--- src/rtl/core/bchd_ram.sv ---
`timescale 1ns / 1ps
// generic simple dual port ram with registered read
module bchd_ram #(
    parameter int WIDTH = 8,
    parameter int DEPTH = 16
) (
    input  logic                     i_clk,
    input  logic                     i_wr_en,
    input  logic [$clog2(DEPTH)-1:0] i_wr_addr,
    input  logic [WIDTH-1:0]         i_wr_data,
    input  logic                     i_rd_en,
    input  logic [$clog2(DEPTH)-1:0] i_rd_addr,
    output logic [WIDTH-1:0]         o_rd_data
);
    logic [WIDTH-1:0] r_mem [DEPTH];
    logic [WIDTH-1:0] r_rd_data;

    always_ff @(posedge i_clk) begin
        if (i_wr_en) begin
            r_mem[i_wr_addr] <= i_wr_data;
        end
        if (i_rd_en) begin
            r_rd_data <= r_mem[i_rd_addr];
        end
    end

    assign o_rd_data = r_rd_data;

endmodule

--- config.mk ---
export PLATFORM = sky130hd
export DESIGN_NAME = bchd_ram
export DESIGN_NICKNAME = d
export VERILOG_FILES = /design/src/rtl/core/bchd_ram.sv
export SDC_FILE = /design/constraint.sdc
export NUM_CORES = 1
export LEC_CHECK = 0
export BUFFER_PORTS_ARGS = -buffer_cell sky130_fd_sc_hd__buf_4
export CAP_MARGIN = 20
export CORE_MARGIN = 2
export CORE_UTILIZATION = 60
export DETAILED_ROUTE_END_ITERATION = 10
export HOLD_SLACK_MARGIN = 0.06
export PLACE_DENSITY = 0.78
export RECOVER_POWER = 50
export SYNTH_ARGS = -nofsm -noshare
export SYNTH_HDL_FRONTEND = slang
export SYNTH_SLANG_ARGS = --single-unit
--- constraint.sdc ---
create_clock -name i_clk -period 2.21 [get_ports i_clk]
set_input_delay 0.221 -clock i_clk [delete_from_list [all_inputs] [get_ports i_clk]]
set_output_delay 0.221 -clock i_clk [all_outputs]
set_load 0.05 [all_outputs]
==> flow_metrics.tcl <==
set metrics [dict create \
    global_route.overflow_total 0 \
    via_count 2523 \
    timing.critical_path.max_delay_family "multiplexers" \
    synthesis.area_um2 5230 \
    io_pins 27 \
    coreArea_um2 8590 \
    final_max_slew_viol_count 0 \
    cp_num_cells 3 \
    cts.sinks 136 \
    clkLatencyLatePin_ps 510 \
    regToRegStartpoint "r_mem[1][0]" \
    cpPeakStageDelay_ps 540 \
    ir_worst_vdd_uv 692 \
    postCtsSetupRepairBufs 0 \
    numCtsBuffers 17 \
    slew_of_the_pin_with_the_lowest_slew_margin_ps 722 \
    setup.worst_path.start "r_mem[1][0]" \
    htreeDepth 4 \
    final_cell_area_um2 6280 \
    synthCells 229 \
    timing.critical_path.required_ps 2460 \
    ys_seq_area_frac 0.781 \
    syn-mean-instance-area_um2 22.8 \
    cell_chain_critical_path "mux4_1 -> a22oi_1 -> nand2_1" \
    combined_global_route_utilization_of_all_metal_layers 0.232 \
    fin_cells 412 \
    clk_transition_reported_paths_ps 60 \
    endpoint "o_rd_data[0]" \
    first_pass_grt_wire_length_um 15500 \
    timing.final.setup_violations 0 \
    detail_route.first_pass.iterations 4 \
    rsz_0062_raised_after_global_routing "no" \
    r2r_cells 3 \
    die_x_um 97.3 \
    placement_rows 34 \
    dpl.hpwl_um 5950 \
    pre_cts_ws_ps 296 \
    postRouteAntennaNets 0 \
    worst_slew_margin_rel 0.518 \
    dpl_cell_area_um2 5620 \
    yosys_warnings 0 \
    clockBufferDepth 2 \
    total_power_per_unit_cell_area_nw_per_um2 982 \
    grt_start_max_net_pins 33 \
    gp_routability_congestion 0.696 \
    tritoncts "built" \
    regToRegEndpoint "o_rd_data[0]" \
    yosys_register_bits 136 \
    crit_path_top_delay_cell "sky130_fd_sc_hd__mux4_1" \
    worst-path-buf-inv 0 \
    clock_skew_ps 5.57 \
    post_cts_resized 0 \
    synth_nets 248 \
    finalWorstSetupSlack_ps 616 \
    crit_start_category "flip-flop" \
    final-hold-violation-count 0 \
    remaining_drc_errors 0 \
    port-buffer-count 26 \
    synth_largest_area_cell "sky130_fd_sc_hd__edfxtp_1" \
    area_growth_from_synthesis_to_layout_pct 20.2 \
    grt_pass1_vias 2615 \
    wl_per_cell_um 24.3 \
    cts_root_buf "sky130_fd_sc_hd__clkbuf_8" \
    r2r_slack_ps 620 \
    layout_min_cycle_time_ps 1590 \
    drt-total-wl_um 10000 \
    floorplan.die.height_um 97.3 \
    synth.top_cells.by_area "sky130_fd_sc_hd__edfxtp_1 (78%), sky130_fd_sc_hd__mux4_2 (7.8%), sky130_fd_sc_hd__mux4_1 (7.0%), sky130_fd_sc_hd__a22oi_1 (2.3%), sky130_fd_sc_hd__nor2_1 (0.93%)" \
    outcome "finished clean" \
    post-synth-top-area-fraction 0.781 \
    period_share 0.721 \
    drt-vias-per-instance 6.12 \
    critPathArrivalTime_ps 1850 \
    insertedDiodeCount 0 \
    numPlacedInstances 371 \
    setup_total_negative_slack_ps 0 \
    number_of_antenna_violations_at_the_first_check_in_global_routing 0 \
    initial_core_utilization 0.608 \
    layout.core_utilization 0.731 \
    drive_above_1_share 0.257 \
    p_leak_nw 2.12 \
    floorplan.die_area_um2 9480 \
    critical_path_start_end_classification "reg -> reg" \
    max_cap_violations 0 \
    first_iter_violations 306 \
    path_max_fanout 1 \
    max_clock_freq_mhz 627 \
    synth.lib_cells_used.distinct 18 \
    cp-end-kind "flip-flop" \
    net_count_final 310 \
    hold_class "in -> reg" \
]
## worst min path at each step
| stage | start | depth (start not counted) | slack [ps] | end |
|---|---|---|---|---|
| detailed placement | i_wr_data[5] | 1 | 530 | r_mem[7][5] |
| CTS | i_wr_addr[0] | 3 | 210 | r_mem[8][4] |
| global placement | i_wr_data[0] | 1 | 520 | r_mem[13][0] |
| floorplan | i_wr_data[0] | 0 | 320 | r_mem[0][0] |
| global route | i_wr_addr[0] | 3 | 230 | r_mem[8][4] |
| finish | i_wr_addr[0] | 3 | 230 | r_mem[8][4] |
## cells in the final DEF, fill, tap and decap left out, drive strengths merged, types with 2 or more instances in the layout
cell type    Yosys  layout
a22oi           16      16
buf              7      31
bufinv           0       5
clkbuf           0      31
clkinv           0       6
clkinvlp         0       2
dlygate4sd3      0       9
edfxtp         136     136
mux4            32      32
nand2            9       9
nand2b           2       2
nand3b           2       2
nor2            13      13
nor3             4       4
## layout make-up
cell class / count / area (um^2)
fillers: 506 / 2310
multi-input cells: 83 / 1060
flip-flops and latches: 136 / 4080
clock inverters: 14 / 204
repair buffers: 53 / 384
clock buffers: 18 / 418
well taps: 108 / 135
## cell usage after synthesis
library cell                      count
sky130_fd_sc_hd__or3b_2               1
sky130_fd_sc_hd__edfxtp_1           136
sky130_fd_sc_hd__nand2_1              9
sky130_fd_sc_hd__nor2_1              13
sky130_fd_sc_hd__and2_1               1
sky130_fd_sc_hd__buf_6                3
sky130_fd_sc_hd__mux4_2              18
sky130_fd_sc_hd__nand3_1              1
sky130_fd_sc_hd__nor2b_1              1
sky130_fd_sc_hd__nor3_1               4
sky130_fd_sc_hd__nand2b_1             2
sky130_fd_sc_hd__clkdlybuf4s25_2      3
sky130_fd_sc_hd__nand3b_1             2
sky130_fd_sc_hd__buf_4                1
sky130_fd_sc_hd__and2b_1              1
sky130_fd_sc_hd__buf_2                3
sky130_fd_sc_hd__a22oi_1             16
sky130_fd_sc_hd__mux4_1              14
## layer usage
layer  track usage  vias up  wire (um)  share of wire
met5             0        -          0              0
met4        0.0652        0        125          0.012
met3        0.0777        9        915          0.091
met2         0.360      143       5140           0.51
met1         0.324     1265       3850           0.38
li1              -     1106          -              -
## worst min-delay path, cell delays in order
cell and delay, ps:
sky130_fd_sc_hd__buf_4 120, sky130_fd_sc_hd__nor3_1 50, sky130_fd_sc_hd__buf_4 170
## state kept, by name (all words and copies together) (netlist names)
signal and flops:
r_mem 128, o_rd_data 8
## what timing repair did
action,CTS,global route
endpoints found under the setup margin,0,0
hold buffers,9,0
endpoints found under the hold margin,136,0
## through the flow
step / total power [mW] / hold WS, ps
after floorplan: 3.16 / 320
after global placement: 3.28 / 524
after detailed placement: 3.29 / 531
after CTS: 6.22 / 208
after global routing: 6.34 / 230
final: 6.17 / 230
## report_power, final
part / internal [mW] / switching (mW) / total, mW
clock: 1.93 / 0.986 / 2.92
combinational: 0.130 / 0.190 / 0.320
sequential: 2.91 / 0.0193 / 2.93
total: 4.97 / 1.20 / 6.17
## cells by family (layout without fill, tap and decap cells)
| kind of cell | count (synthesis) | count (layout) | synth area share |
|---|---|---|---|
| AOI/OAI and AO/OA | 16 | 16 | 0.0230 |
| buffers and inverters | 10 | 85 | 0.0165 |
| DFF | 136 | 136 | 0.781 |
| muxes | 32 | 32 | 0.148 |
| and+or+nand+nor | 35 | 35 | 0.0314 |
Note: power is estimated with default switching activity, not from simulation.
