### config.mk
export PLATFORM = sky130hd
export DESIGN_NAME = bchd_haar
export DESIGN_NICKNAME = d
export VERILOG_FILES = /design/src/rtl/core/bchd_pkg.sv /design/src/rtl/core/bchd_haar.sv
export SDC_FILE = /design/constraint.sdc
export NUM_CORES = 1
export LEC_CHECK = 0
export BUFFER_PORTS_ARGS = -buffer_cell sky130_fd_sc_hd__buf_2
export CELL_PAD_IN_SITES_DETAIL_PLACEMENT = 0
export CELL_PAD_IN_SITES_GLOBAL_PLACEMENT = 2
export CORE_ASPECT_RATIO = 0.9
export CORE_UTILIZATION = 45
export CTS_BUF_LIST = sky130_fd_sc_hd__clkbuf_16
export DETAILED_ROUTE_END_ITERATION = 16
export PLACE_DENSITY_LB_ADDON = 0.1
export SLEW_MARGIN = 30
export SYNTH_ARGS = -nofsm -noshare
export SYNTH_HDL_FRONTEND = slang
export SYNTH_SLANG_ARGS = --single-unit
### constraint.sdc
create_clock -name i_clk -period 17.5 [get_ports i_clk]
set_input_delay 2.625 -clock i_clk [delete_from_list [all_inputs] [get_ports i_clk]]
set_output_delay 2.625 -clock i_clk [all_outputs]
set_load 0.05 [all_outputs]
### src/rtl/core/bchd_pkg.sv
`timescale 1ns / 1ps
// shared constants and word types of the cascaded boxcar haar detail core
package bchd_pkg;

    localparam int SHORT_WIN   = 5;
    localparam int LONG_WIN    = 256;
    localparam int SAMPLE_BITS = 24;

    localparam int SHORT_SUM_BITS = SAMPLE_BITS + $clog2(SHORT_WIN);
    localparam int LONG_SUM_BITS  = SHORT_SUM_BITS + $clog2(LONG_WIN);
    localparam int SHORT_CNT_BITS = $clog2(SHORT_WIN + 1);
    localparam int LONG_POS_BITS  = $clog2(LONG_WIN);
    localparam int LONG_FILL_BITS = $clog2(LONG_WIN + 1);

    localparam int DETAIL_BITS = 36;
    localparam int INDEX_BITS  = 15;
    localparam int HAAR_Q15    = 23170;
    localparam int HAAR_SHIFT  = 15;
    localparam int COEF_BITS   = 16;
    localparam int DIFF_BITS   = LONG_SUM_BITS + 1;
    localparam int PROD_BITS   = DIFF_BITS + COEF_BITS;
    localparam int OCC_BITS    = 2;

    typedef struct packed {
        logic signed [SAMPLE_BITS-1:0] sample;
        logic                          frame_start;
    } t_in_word;

    typedef struct packed {
        logic signed [DETAIL_BITS-1:0] detail;
        logic [INDEX_BITS-1:0]         detail_index;
    } t_out_word;

    typedef struct packed {
        logic signed [LONG_SUM_BITS-1:0] even;
        logic signed [LONG_SUM_BITS-1:0] odd;
        logic [INDEX_BITS-1:0]           index;
    } t_pair;

endpackage

### src/rtl/core/bchd_haar.sv
`timescale 1ns / 1ps
// haar detail multiply stages and output register with stall handling
module bchd_haar (
    input  logic                          i_clk,
    input  logic                          i_rst_n,
    input  logic                          i_pair_vld,
    input  bchd_pkg::t_pair               i_pair,
    output logic [bchd_pkg::OCC_BITS-1:0] o_occupancy,
    output logic                          o_out_valid,
    input  logic                          i_out_ready,
    output bchd_pkg::t_out_word           o_out_word
);
    import bchd_pkg::*;

    localparam logic signed [COEF_BITS-1:0] HAAR_COEF = COEF_BITS'(HAAR_Q15);

    logic                          r_c_vld;
    t_pair                         r_c_pair;
    logic                          r_d_vld;
    logic signed [PROD_BITS-1:0]   r_d_prod;
    logic [INDEX_BITS-1:0]         r_d_index;
    logic                          r_o_vld;
    t_out_word                     r_o_word;

    logic                          w_out_adv;
    logic                          w_d_adv;
    logic                          w_c_adv;
    logic signed [DIFF_BITS-1:0]   w_diff;
    logic signed [PROD_BITS-1:0]   w_prod;

    // a stage moves on when the next one is empty or moving too
    assign w_out_adv = !r_o_vld || i_out_ready;
    assign w_d_adv   = !r_d_vld || w_out_adv;
    assign w_c_adv   = !r_c_vld || w_d_adv;

    assign w_diff = DIFF_BITS'(r_c_pair.even) - DIFF_BITS'(r_c_pair.odd);
    assign w_prod = PROD_BITS'(w_diff) * PROD_BITS'(HAAR_COEF);

    always_ff @(posedge i_clk) begin
        if (!i_rst_n) begin
            r_c_vld <= 1'b0;
            r_d_vld <= 1'b0;
            r_o_vld <= 1'b0;
        end else begin
            if (w_c_adv) begin
                r_c_vld <= i_pair_vld;
            end
            if (w_d_adv) begin
                r_d_vld <= r_c_vld;
            end
            if (w_out_adv) begin
                r_o_vld <= r_d_vld;
            end
        end
        if (w_c_adv) begin
            r_c_pair <= i_pair;
        end
        if (w_d_adv) begin
            r_d_prod  <= w_prod;
            r_d_index <= r_c_pair.index;
        end
        if (w_out_adv) begin
            // arithmetic shift right, low bits kept
            r_o_word.detail       <= r_d_prod[HAAR_SHIFT +: DETAIL_BITS];
            r_o_word.detail_index <= r_d_index;
        end
    end

    assign o_occupancy = OCC_BITS'({1'b0, r_c_vld}) + OCC_BITS'({1'b0, r_d_vld})
                       + OCC_BITS'({1'b0, r_o_vld});
    assign o_out_valid = r_o_vld;
    assign o_out_word  = r_o_word;

endmodule

==> impl_metrics.py <==
metrics = {
    "status": {
        "status": "finished, final reports clean",
    },
    "placed_design": {
        "gp_congestion": 0.851,
        "hpwl_um": 26100,
        "io_buffers": 142,
    },
    "worst_setup_path": {
        "required_ns": 17.70,
        "critPathKind": "flip-flop to flip-flop",
        "cpMostUsedCell": "fa_1",
        "worstPathArrival_ns": 9.12,
        "crit_path_start_kind": "flip-flop",
        "end_kind": "flip-flop",
        "cp_slowest_cell": "xor2_1",
        "rr_worst_depth": 30,
        "critPathMaxFanout": 7,
        "slowest_delay_ns": 0.65,
    },
    "cts": {
        "hold_buffers": 0,
        "ctsLongestPathBuffers": 2,
        "clock_sinks": 190,
        "postCtsSetupBuffers": 0,
        "cts_buffers": 17,
        "ctsResizeCount": 0,
        "clock_latency_ns": 0.46,
        "cts_tree": "yes",
        "htreeDepth": 4,
        "clock-root-buffer": "clkbuf_16",
        "clk_pin_slew_ns": 0.08,
    },
    "global_routing": {
        "grt_pass1_vias": 9642,
        "antenna_found_initial": 0,
        "grt_pass1_wl_um": 51000,
        "grt_max_degree": 66,
        "gr-total-overflow": 0,
        "track_usage": 0.184,
    },
    "routing": {
        "drt_wl_total_um": 31500,
        "m1WireLength_um": 17200,
        "top_layer": "met4",
        "detail_route.wl_per_cell_um": 16.1,
        "post-route-drc-count": 0,
        "vias": 9800,
        "ant_nets": 0,
        "route.met2.wl_um": 12700,
        "drt_iter0_markers": 496,
        "detail_route.vias_per_cell": 5.02,
        "dr.pass1.iters": 5,
        "met3_length_um": 1270,
    },
    "die": {
        "pin_count": 143,
        "fp.coreArea_um2": 34400,
        "die-height_um": 180,
        "row_count": 64,
        "start_util": 0.462,
        "die_x_um": 200,
        "die-area_um2": 36000,
    },
    "timing": {
        "skew_ns": 0.0238,
        "fmax_mhz": 112,
        "worstMarginPinSlew_ns": 0.966,
        "relSlewSlack": 0.351,
        "slew_viol_final": 0,
        "period_share": 0.510,
        "fin_crit_ns": 8.92,
        "setup_viol": 0,
        "rsz0062_at_grt": "false",
        "hold_violations": 0,
        "fin_tns_setup_ns": 0,
    },
    "synth": {
        "synth_commonest_cells": "ha_1 (268), inv_1 (234), edfxtp_1 (187)",
        "ys_ff_latch": 190,
        "async_reset_ff_frac": 0,
        "synth.area.top_cells": "edfxtp_1 (35%), ha_1 (21%), fa_1 (17%)",
        "synthFlopType": "edfxtp_1",
        "synthesis.area_um2": 15900,
        "synth.avg_cell_area_um2": 11.9,
        "yosysTopAreaCell": "edfxtp_1",
        "synthCells": 1331,
        "yosys_warnings": 0,
        "synth_seq_area_share": 0.358,
        "synth_nets": 1826,
        "synth_cell_types": 73,
        "synth_edf_count": 187,
        "yosysMostFrequentCell": "ha_1",
        "synth_top_cell_area_share": 0.354,
    },
    "cells_and_area": {
        "diodes": 0,
        "syn_to_final_growth_pct": 11.9,
        "drive_gt1_frac": 0.140,
        "final_nets": 1972,
    },
    "job": {
        "max_cap_violations": 0,
    },
    "min_path": {
        "min_path_cells": 0,
        "hp-class": "flip-flop to flip-flop",
    },
}
[flip-flops by register name, summed over array words and instances (netlist names)]
signal / cells
o_out_valid: 1
o_out_word: 51
r_c_pair: 85
r_c_vld: 1
r_d_index: 15
r_d_prod: 36
r_d_vld: 1
[path summary, 6_finish.rpt]
kind	startpoint	to	slack (ns)
worst max register to register	r_c_pair[50]	r_d_prod[50]	8.58
worst min register to register	r_d_prod[37]	o_out_word[37]	0.41
worst min-delay path	r_d_prod[37]	o_out_word[37]	0.41
worst max-delay path	r_c_pair[50]	r_d_prod[50]	8.58
[logic make-up after synthesis]
| group | Yosys count | share of synthesized area |
|---|---|---|
| buffers and inverters | 253 | 0.0605 |
| xor gates and xnor gates | 76 | 0.0450 |
| and+or+nand+nor | 189 | 0.0584 |
| adders and majority gates | 406 | 0.386 |
| DFF | 190 | 0.358 |
| AOI/OAI and AO/OA | 217 | 0.0924 |
[worst max-delay path, delay by kind of cell, from the launching register on]
| family | cells | cell delay [ns] |
|---|---|---|
| fa+ha+maj | 9 | 3.61 |
| compound gates | 9 | 2.15 |
| simple gates | 6 | 1.34 |
| xor+xnor | 2 | 0.99 |
| flops | 1 | 0.36 |
| buf+inv | 4 | 0.22 |
[area by class of cell]
cell class	count	area, um^2
well taps	462	578
inverters	234	880
fillers	3023	16600
clock buffers	17	425
repair buffers	146	741
clock inverters	15	189
flip-flops and latches	190	5680
multi-input cells	888	9250
[routing by layer]
metal	vias to the layer above	global-route usage
met2	190	0.251
met4	0	0.0440
li1	4917	-
met5	-	0
met1	4673	0.294
met3	20	0.0350
[metrics by stage]
stage               utilization  instances  setup WS [ns]  hold slack, ns  area (um^2)
floorplan                     -       1331           9.88           0.400        15900
global placement          0.498       1920           8.60           0.400        17100
detailed placement        0.498       1920           8.52           0.405        17100
CTS                       0.516       1952           8.46           0.415        17700
global route              0.516       1952           8.02           0.419        17700
finish                    0.516       1952           8.58           0.415        17700
[placed cells by master, fill, tap and decap left out, drive strengths merged, types with 10 or more instances in the layout]
| cell | Yosys | final |
|---|---|---|
| nand2 | 54 | 54 |
| clkbuf | 12 | 17 |
| fa | 138 | 138 |
| nand4 | 17 | 17 |
| o21ai | 39 | 39 |
| buf | 7 | 146 |
| nor3 | 10 | 10 |
| edfxtp | 187 | 187 |
| a21oi | 72 | 72 |
| inv | 234 | 242 |
| ha | 268 | 268 |
| a31oi | 12 | 12 |
| nor2 | 48 | 48 |
| xor2 | 24 | 24 |
| xnor2 | 51 | 51 |
| a21o | 30 | 30 |
| nand3 | 14 | 14 |
| nor2b | 11 | 11 |
Power is left out: the tool's default activity adds up to more than one toggle a clock period on the data nets, which glitch-free logic cannot reach.
