==> src/rtl/core/bchd_pkg.sv <==
`timescale 1ns / 1ps
// shared constants and word types of the cascaded boxcar haar detail core
package bchd_pkg;

    localparam int SHORT_WIN   = 5;
    localparam int LONG_WIN    = 256;
    localparam int SAMPLE_BITS = 24;

    localparam int SHORT_SUM_BITS = SAMPLE_BITS + $clog2(SHORT_WIN);
    localparam int LONG_SUM_BITS  = SHORT_SUM_BITS + $clog2(LONG_WIN);
    localparam int SHORT_CNT_BITS = $clog2(SHORT_WIN + 1);
    localparam int LONG_POS_BITS  = $clog2(LONG_WIN);
    localparam int LONG_FILL_BITS = $clog2(LONG_WIN + 1);

    localparam int DETAIL_BITS = 36;
    localparam int INDEX_BITS  = 15;
    localparam int HAAR_Q15    = 23170;
    localparam int HAAR_SHIFT  = 15;
    localparam int COEF_BITS   = 16;
    localparam int DIFF_BITS   = LONG_SUM_BITS + 1;
    localparam int PROD_BITS   = DIFF_BITS + COEF_BITS;
    localparam int OCC_BITS    = 2;

    typedef struct packed {
        logic signed [SAMPLE_BITS-1:0] sample;
        logic                          frame_start;
    } t_in_word;

    typedef struct packed {
        logic signed [DETAIL_BITS-1:0] detail;
        logic [INDEX_BITS-1:0]         detail_index;
    } t_out_word;

    typedef struct packed {
        logic signed [LONG_SUM_BITS-1:0] even;
        logic signed [LONG_SUM_BITS-1:0] odd;
        logic [INDEX_BITS-1:0]           index;
    } t_pair;

endpackage

==> src/rtl/core/bchd_tap_cell.sv <==
`timescale 1ns / 1ps
// one cell of the short window delay chain
module bchd_tap_cell (
    input  logic                                  i_clk,
    input  logic                                  i_rst_n,
    input  logic                                  i_en,
    input  logic                                  i_clr,
    input  logic signed [bchd_pkg::SAMPLE_BITS-1:0] i_d,
    output logic signed [bchd_pkg::SAMPLE_BITS-1:0] o_q
);
    import bchd_pkg::*;

    logic signed [SAMPLE_BITS-1:0] r_q;
    logic signed [SAMPLE_BITS-1:0] n_q;

    always_comb begin
        n_q = r_q;
        if (i_en) begin
            n_q = i_clr ? '0 : i_d;
        end
    end

    always_ff @(posedge i_clk) begin
        if (!i_rst_n) begin
            r_q <= '0;
        end else begin
            r_q <= n_q;
        end
    end

    assign o_q = r_q;

endmodule

==> config.mk <==
export PLATFORM = sky130hd
export DESIGN_NAME = bchd_tap_cell
export DESIGN_NICKNAME = d
export VERILOG_FILES = /design/src/rtl/core/bchd_pkg.sv /design/src/rtl/core/bchd_tap_cell.sv
export SDC_FILE = /design/constraint.sdc
export NUM_CORES = 1
export LEC_CHECK = 0
export BUFFER_PORTS_ARGS = -buffer_cell sky130_fd_sc_hd__buf_2
export CAP_MARGIN = 20
export CORE_MARGIN = 5
export CORE_UTILIZATION = 43
export DETAILED_ROUTE_END_ITERATION = 16
export GPL_ROUTABILITY_DRIVEN = 0
export MAX_ROUTING_LAYER = met4
export PLACE_DENSITY = 0.76
export SYNTH_ARGS = -nofsm -noshare
export SYNTH_HDL_FRONTEND = slang
export SYNTH_SLANG_ARGS = --single-unit
==> constraint.sdc <==
create_clock -name i_clk -period 0.8 [get_ports i_clk]
set_input_delay 0.08 -clock i_clk [delete_from_list [all_inputs] [get_ports i_clk]]
set_output_delay 0.08 -clock i_clk [all_outputs]
set_load 0.01 [all_outputs]
==> impl_metrics.json, run 1 <==
{
  "outcome": "finished, violations left",
  "violations": "negative setup slack",
  "area_delta_synth_final_pct": 83.4,
  "syn-cell-area_sq_um": 956,
  "worst-path-buf-inv": 1,
  "hold_viol_final": 0,
  "drive_above_1_share": 0.495,
  "htreeDepth": 1,
  "core_area_sq_um": 2170,
  "clockBufferDepth": 2,
  "path_delay_family": "flip-flops",
  "port_buffers": 51,
  "grt_pass1_wl_mm": 4.46,
  "grtUsageTotal": 0.176,
  "yosysTopAreaCellShare": 0.503,
  "nets": 213,
  "slowest_delay_ns": 0.37,
  "die_w_um": 57.2,
  "hpwl_mm": 1.75,
  "syn_inst": 106,
  "n_antenna_cell": 0,
  "critPathArrivalTime_ns": 0.78,
  "crit_required_ns": 0.72,
  "regArea_sq_um": 510,
  "grt_pass1_vias": 1036,
  "clk_pin_slew_ns": 0.13,
  "wl_per_cell_um": 13.1,
  "numCtsBuffers": 3,
  "hold_path_class": "input pin to register",
  "slew_viol_final": 0,
  "dr.pass1.iters": 4,
  "finish.instance_area_sq_um": 1750,
  "cp-end-kind": "output pin",
  "insertion_delay_ns": 0.30,
  "drt_iter0_drc": 22,
  "vias_per_cell": 4.90,
  "reg2reg_slack_ns": 0,
  "antenna_found_initial": 0,
  "ys_ff_latch": 24,
  "die-area_sq_um": 3270,
  "cts_tree": "built",
  "tightestPinTransition_ns": 0.130,
  "timing.final.crit_share": 1.07,
  "largest_reg_flops": 24,
  "yosys-top-cells-count": "dfxtp_1 (24), nand2_1 (24), nand3b_1 (24)",
  "power_density_nw_per_um2": 1370,
  "initial_core_util": 0.441,
  "vias": 1039,
  "slew_headroom": 0.913,
  "synth_seq_area_share": 0.503,
  "clock-sinks": 24,
  "overflow": 0,
  "clock-root-buffer": "clkbuf_4",
  "placed_cell_area_sq_um": 1280,
  "irDropWorstVdd_mv": 1.26,
  "fillers": 136,
  "worstPathCellList": "buf_6",
  "wl_mm": 2.77,
  "yosysUniqueCellTypes": 12,
  "die_y_um": 57.2,
  "synth_area_leaders": "dfxtp_1 (50%), nand3b_1 (19%), o21ai_1 (9.9%), nand2_1 (9.4%), buf_4 (2.4%)",
  "worst_slack_ns": -0.0559,
  "max_cap_violations": 0,
  "path_class": "register to output pin",
  "drc_errors": 0,
  "critPathLaunchType": "register",
  "fin_setup_tns_ns": -1.04,
  "fin_worst_skew_ns": 0,
  "rsz0062_at_grt": "yes",
  "fin_crit_ns": 0.856,
  "synth-edff-count": 0,
  "ys.flop_type": "dfxtp_1",
  "row_count": 17,
  "multiInputGateArea_sq_um": 410,
  "slowest_stage": "dfxtp_2",
  "fmax_mhz": 1170,
  "synthArstFlopShare": 0,
  "finalSetupViolations": 25,
  "synth_fp_nets": 134,
  "postRouteAntennaNets": 0,
  "ios": 52,
  "yosys_warnings": 0,
  "leakagePower_nw": 0.764,
  "syn_avg_cell_area_sq_um": 9.02,
  "path_max_fanout": 2,
  "timing.hold.ws_ns": 0.000725,
  "grt_max_degree": 25,
  "synth_area_leader_cell": "dfxtp_1"
}
==> timing repair <==
action	in CTS	in global routing
setup endpoints to repair	24	24
setup buffers	1	2
resized for setup	48	2
hold buffers	20	3
hold endpoints to repair	20	2
==> cells by family after synthesis <==
kind of cell	Yosys count	synth area share
AOI/OAI and AO/OA	23	0.128
buffers and inverters	9	0.0680
DFF	24	0.503
and+or+nand+nor	50	0.301
==> power breakdown <==
group | switching, mW | internal (mW) | total, mW | leakage [nW]
sequential | 0.0343 | 1.25 | 1.29 | 0.206
clock | 0.342 | 0.277 | 0.619 | 0.0210
combinational | 0.183 | 0.306 | 0.488 | 0.537
==> per-layer routing <==
metal / routed length, um / GRT usage
met3: 151 / 0.0226
met1: 1100 / 0.194
met5: 0 / -
met2: 1450 / 0.310
met4: 60 / 0.0861
==> cell type report <==
| class | instances | share of cell area |
|---|---|---|
| clock buffer | 4 | 0.0207 |
| multi-input combinational | 73 | 0.234 |
| sequential | 24 | 0.291 |
| tap | 28 | 0.0200 |
| timing repair buffer | 83 | 0.434 |
==> cells in the final DEF, fill, tap and decap left out, drive strengths merged <==
master	n
clkbuf	4
nand4b	1
o21ai	23
dlygate4sd3	23
buf	60
nand3b	24
nand2b	1
dfxtp	24
nand2	24
==> worst paths after layout <==
| kind | start | to | depth (start not counted) |
|---|---|---|---|
| setup reg to reg | o_q[10] | o_q[10] | 4 |
| hold reg to reg | o_q[4] | o_q[4] | 2 |
| setup / recovery | o_q[11] | o_q[11] | 1 |
| hold / removal | i_d[23] | o_q[23] | 3 |
==> through the flow <==
| stage | total power [mW] | std cells | setup WS (ns) | utilization |
|---|---|---|---|---|
| after floorplan | 1.46 | 106 | 0.173 | - |
| after global placement | 1.62 | 182 | 0.0687 | 0.588 |
| after detailed placement | 1.63 | 182 | 0.0299 | 0.588 |
| after CTS | 2.39 | 207 | -0.0584 | 0.784 |
| after global routing | 2.51 | 212 | -0.0958 | 0.808 |
| final | 2.39 | 212 | -0.0559 | 0.808 |
No activity file was read; power rests on OpenSTA's default activity.
==> run 2, diff against run 1 <==
--- a/config.mk
+++ b/config.mk
@@ -8,11 +8,11 @@
 export BUFFER_PORTS_ARGS = -buffer_cell sky130_fd_sc_hd__buf_2
 export CAP_MARGIN = 20
 export CORE_MARGIN = 5
-export CORE_UTILIZATION = 43
+export CORE_UTILIZATION = 46
 export DETAILED_ROUTE_END_ITERATION = 16
 export GPL_ROUTABILITY_DRIVEN = 0
 export MAX_ROUTING_LAYER = met4
-export PLACE_DENSITY = 0.76
+export PLACE_DENSITY = 0.8
 export SYNTH_ARGS = -nofsm -noshare
 export SYNTH_HDL_FRONTEND = slang
 export SYNTH_SLANG_ARGS = --single-unit
==> constraint.sdc (replaced) <==
create_clock -name i_clk -period 1.1 [get_ports i_clk]
set_input_delay 0.11 -clock i_clk [delete_from_list [all_inputs] [get_ports i_clk]]
set_output_delay 0.11 -clock i_clk [all_outputs]
set_load 0.01 [all_outputs]
==> impl_metrics.json, run 2 (same netlist as run 1, synthesis figures left out) <==
{
  "outcome": "finished clean",
  "numCtsBuffers": 3,
  "rsz0062_at_grt": "no",
  "ios": 52,
  "timing.final.crit_share": 0.835,
  "htreeDepth": 1,
  "n_antenna_cell": 0,
  "worstPathCellList": "buf_2",
  "fin_worst_skew_ns": 0,
  "core_area_sq_um": 1960,
  "grt_max_degree": 49,
  "fin_setup_tns_ns": 0,
  "insertion_delay_ns": 0.30,
  "cp-end-kind": "output pin",
  "max_cap_violations": 0,
  "final_common_cell": "buf_2",
  "path_delay_family": "flip-flops",
  "hold_path_class": "input pin to register",
  "drive_above_1_share": 0.390,
  "fillers": 197,
  "die_y_um": 55.6,
  "irDropWorstVdd_mv": 0.724,
  "die-area_sq_um": 3090,
  "clock-sinks": 24,
  "drc_errors": 0,
  "postRouteAntennaNets": 0,
  "hold_viol_final": 0,
  "area_delta_synth_final_pct": 30.1,
  "antenna_found_initial": 0,
  "row_count": 16,
  "tightestPinTransition_ns": 0.441,
  "fmax_mhz": 1090,
  "drt_iter0_drc": 16,
  "leakagePower_nw": 0.587,
  "critPathLaunchType": "register",
  "power_density_nw_per_um2": 1280,
  "largest_reg_flops": 24,
  "nets": 183,
  "crit_required_ns": 0.99,
  "path_class": "register to output pin",
  "hold_buffers": 0,
  "die_w_um": 55.6,
  "slew_viol_final": 0,
  "clock-root-buffer": "clkbuf_4",
  "path_max_fanout": 2,
  "cts_tree": "built",
  "critPathArrivalTime_ns": 0.81,
  "grtUsageTotal": 0.149,
  "clk_pin_slew_ns": 0.13,
  "overflow": 0,
  "cts_setup_buffers": 0,
  "dr.pass1.iters": 4,
  "grt_pass1_wl_mm": 3.73,
  "worst-path-buf-inv": 1,
  "clockBufferDepth": 2,
  "hpwl_mm": 1.62,
  "fin_crit_ns": 0.918,
  "timing.hold.ws_ns": 0.0140,
  "vias_per_cell": 4.94,
  "power.total_mw": 1.59,
  "reg2reg_slack_ns": 0.50,
  "layout_common_cells": "buf_2 (51), nand2_1 (24), nand3b_1 (24), dfxtp_1 (24), o21ai_1 (19)",
  "port_buffers": 51,
  "wl_per_cell_um": 12.5,
  "initial_core_util": 0.487,
  "slew_headroom": 0.706,
  "slowest_stage": "dfxtp_1",
  "slowest_delay_ns": 0.36,
  "wl_mm": 2.26,
  "finalSetupViolations": 0,
  "cts_resized": 0,
  "vias": 894,
  "grt_pass1_vias": 862
}
==> run 2: final timing paths <==
path,start,endpoint,depth (start not counted)
max,o_q[5],o_q[5],1
max reg2reg,o_q[23],o_q[23],2
min reg2reg,o_q[19],o_q[19],2
min,i_d[5],o_q[5],3
==> run 2: through the flow <==
step / setup WS (ns) / instance area (sq um) / std cells / util
after floorplan: 0.443 / 956 / 106 / -
after global placement: 0.211 / 1210 / 177 / 0.615
after detailed placement: 0.138 / 1210 / 177 / 0.615
after CTS: 0.172 / 1240 / 181 / 0.634
after global routing: 0.140 / 1240 / 181 / 0.634
final: 0.182 / 1240 / 181 / 0.634
==> run 2: layout make-up <==
class / instances / area (sq um) / area share
clock buffers: 4 / 36.3 / 0.0292
repair buffers: 53 / 283 / 0.227
well taps: 27 / 33.8 / 0.0272
flip-flops and latches: 24 / 480 / 0.386
multi-input cells: 73 / 410 / 0.330
==> run 2: per-layer routing <==
layer	share of wire	GRT usage
met4	0.017	0.0660
met5	0	-
met2	0.50	0.257
met1	0.43	0.170
met3	0.053	0.0209
==> run 2: report_power, final <==
group | switching, mW | internal (mW) | leakage [nW]
sequential | 0.0155 | 0.904 | 0.196
combinational | 0.112 | 0.102 | 0.370
clock | 0.254 | 0.202 | 0.0210
total | 0.381 | 1.21 | 0.587
==> run 3, diff against run 2 <==
--- a/config.mk
+++ b/config.mk
@@ -8,11 +8,11 @@
 export BUFFER_PORTS_ARGS = -buffer_cell sky130_fd_sc_hd__buf_2
 export CAP_MARGIN = 20
 export CORE_MARGIN = 5
-export CORE_UTILIZATION = 46
+export CORE_UTILIZATION = 38
 export DETAILED_ROUTE_END_ITERATION = 16
 export GPL_ROUTABILITY_DRIVEN = 0
 export MAX_ROUTING_LAYER = met4
-export PLACE_DENSITY = 0.8
+export PLACE_DENSITY = 0.71
 export SYNTH_ARGS = -nofsm -noshare
 export SYNTH_HDL_FRONTEND = slang
 export SYNTH_SLANG_ARGS = --single-unit
==> constraint.sdc (replaced) <==
create_clock -name i_clk -period 0.8 [get_ports i_clk]
set_input_delay 0.08 -clock i_clk [delete_from_list [all_inputs] [get_ports i_clk]]
set_output_delay 0.08 -clock i_clk [all_outputs]
set_load 0.01 [all_outputs]
==> impl_metrics.json, run 3 (same netlist as run 1, synthesis figures left out) <==
{
  "core_area_sq_um": 2430,
  "overflow": 0,
  "critPathArrivalTime_ns": 0.77,
  "slew_headroom": 0.844,
  "drive_above_1_share": 0.500,
  "fin_crit_ns": 0.849,
  "path_delay_family": "flip-flops",
  "grt_max_degree": 31,
  "violations": "negative setup slack",
  "clock-root-buffer": "clkbuf_4",
  "finalSetupViolations": 24,
  "port_buffers": 51,
  "path_max_fanout": 2,
  "row_count": 18,
  "power_density_nw_per_um2": 1320,
  "area_delta_synth_final_pct": 78.8,
  "path_class": "register to output pin",
  "drc_errors": 0,
  "slew_viol_final": 0,
  "vias_per_cell": 4.84,
  "fin_worst_skew_ns": 0,
  "slowest_delay_ns": 0.37,
  "critPathLaunchType": "register",
  "worstPathCellList": "buf_6",
  "vias": 1027,
  "dr.pass1.iters": 5,
  "insertion_delay_ns": 0.30,
  "ios": 52,
  "stdcell_count": 212,
  "cp-end-kind": "output pin",
  "leakagePower_nw": 0.747,
  "nets": 212,
  "hold_viol_final": 0,
  "htreeDepth": 1,
  "finish.instance_area_sq_um": 1710,
  "layout_common_cells": "buf_2 (27), nand2_1 (24), nand3b_1 (24), dfxtp_2 (24), buf_6 (24)",
  "rsz0062_at_grt": "yes",
  "largest_reg_flops": 24,
  "outcome": "finished, violations left",
  "max_cap_violations": 0,
  "wl_mm": 2.89,
  "antenna_found_initial": 0,
  "grt_pass1_vias": 954,
  "tightestPinTransition_ns": 0.234,
  "final_common_cell": "buf_2",
  "initial_core_util": 0.393,
  "numCtsBuffers": 3,
  "slowest_stage": "dfxtp_2",
  "postRouteAntennaNets": 0,
  "die-area_sq_um": 3620,
  "irDropWorstVdd_mv": 0.918,
  "die_y_um": 60.2,
  "worst-path-buf-inv": 1,
  "placed_cell_area_sq_um": 1260,
  "clock-sinks": 24,
  "worst_slack_ns": -0.0490,
  "fin_util": 0.703,
  "fmax_mhz": 1180,
  "grtUsageTotal": 0.162,
  "dp.cells": 183,
  "hpwl_mm": 1.82,
  "cts_tree": "built",
  "grt_pass1_wl_mm": 4.31,
  "clockBufferDepth": 2,
  "reg2reg_slack_ns": 0.07,
  "wl_per_cell_um": 13.6,
  "crit_required_ns": 0.72,
  "clk_pin_slew_ns": 0.12,
  "timing.final.crit_share": 1.06,
  "n_antenna_cell": 0,
  "die_w_um": 60.2,
  "power.total_mw": 2.26,
  "drt_iter0_drc": 25,
  "hold_path_class": "input pin to register"
}
==> run 3: changes by cell type in the layout (fill, tap and decap cells not counted) <==
cell,delta
dfxtp_2,+24
buf_2,-24
buf_6,+24
dlygate4sd3_1,+21
dfxtp_1,-24
buf_12,+2
clkbuf_8,-1
buf_4,+6
==> run 3: path summary, 6_finish.rpt <==
check                              from      end  depth (start not counted)
worst min-delay path            i_d[19]  o_q[19]                          3
worst max register to register   o_q[9]   o_q[9]                          3
worst min register to register  o_q[22]  o_q[22]                          2
worst max-delay path             o_q[9]   o_q[9]                          1
==> run 3: routing by layer <==
| layer | wire length [um] | global-route usage |
|---|---|---|
| met5 | 0 | - |
| met1 | 1150 | 0.187 |
| met2 | 1480 | 0.273 |
| met4 | 61 | 0.0854 |
| met3 | 192 | 0.0194 |
==> run 3: cell type report <==
class / instances / area, sq um
timing repair buffer: 82 / 728
fill: 172 / 723
sequential: 24 / 510
multi-input combinational: 73 / 410
tap: 30 / 37.5
clock buffer: 3 / 22.5
==> run 3: stage by stage <==
| stage | setup WS (ns) | hold slack [ns] | TNS (ns) |
|---|---|---|---|
| after global routing | -0.0926 | 0.0269 | -1.70 |
| after CTS | -0.0567 | 0.000679 | -1.21 |
| after floorplan | 0.173 | 0.213 | 0 |
| after detailed placement | -0.0217 | 0.327 | -0.0217 |
| final | -0.0490 | 0.0103 | -0.937 |
| after global placement | 0.0323 | 0.320 | 0 |
==> run 3: worst min-delay path, delay by kind of cell <==
| family | cells | cell delay [ns] |
|---|---|---|
| AND/OR/NAND/NOR | 1 | 0.05 |
| buffers and inverters | 1 | 0.10 |
| AO/OA/AOI/OAI | 1 | 0.05 |
==> run 3: repair_timing <==
action	in CTS	in global routing
buffers inserted	2	3
pin swaps	0	0
resized for setup	48	0
endpoints found under the setup margin	24	24
endpoints found under the hold margin	20	1
hold buffers	20	1
==> run 3: power by group <==
group	internal, mW	switching [mW]
combinational	0.292	0.183
sequential	1.25	0.0348
clock	0.176	0.324
total	1.72	0.542
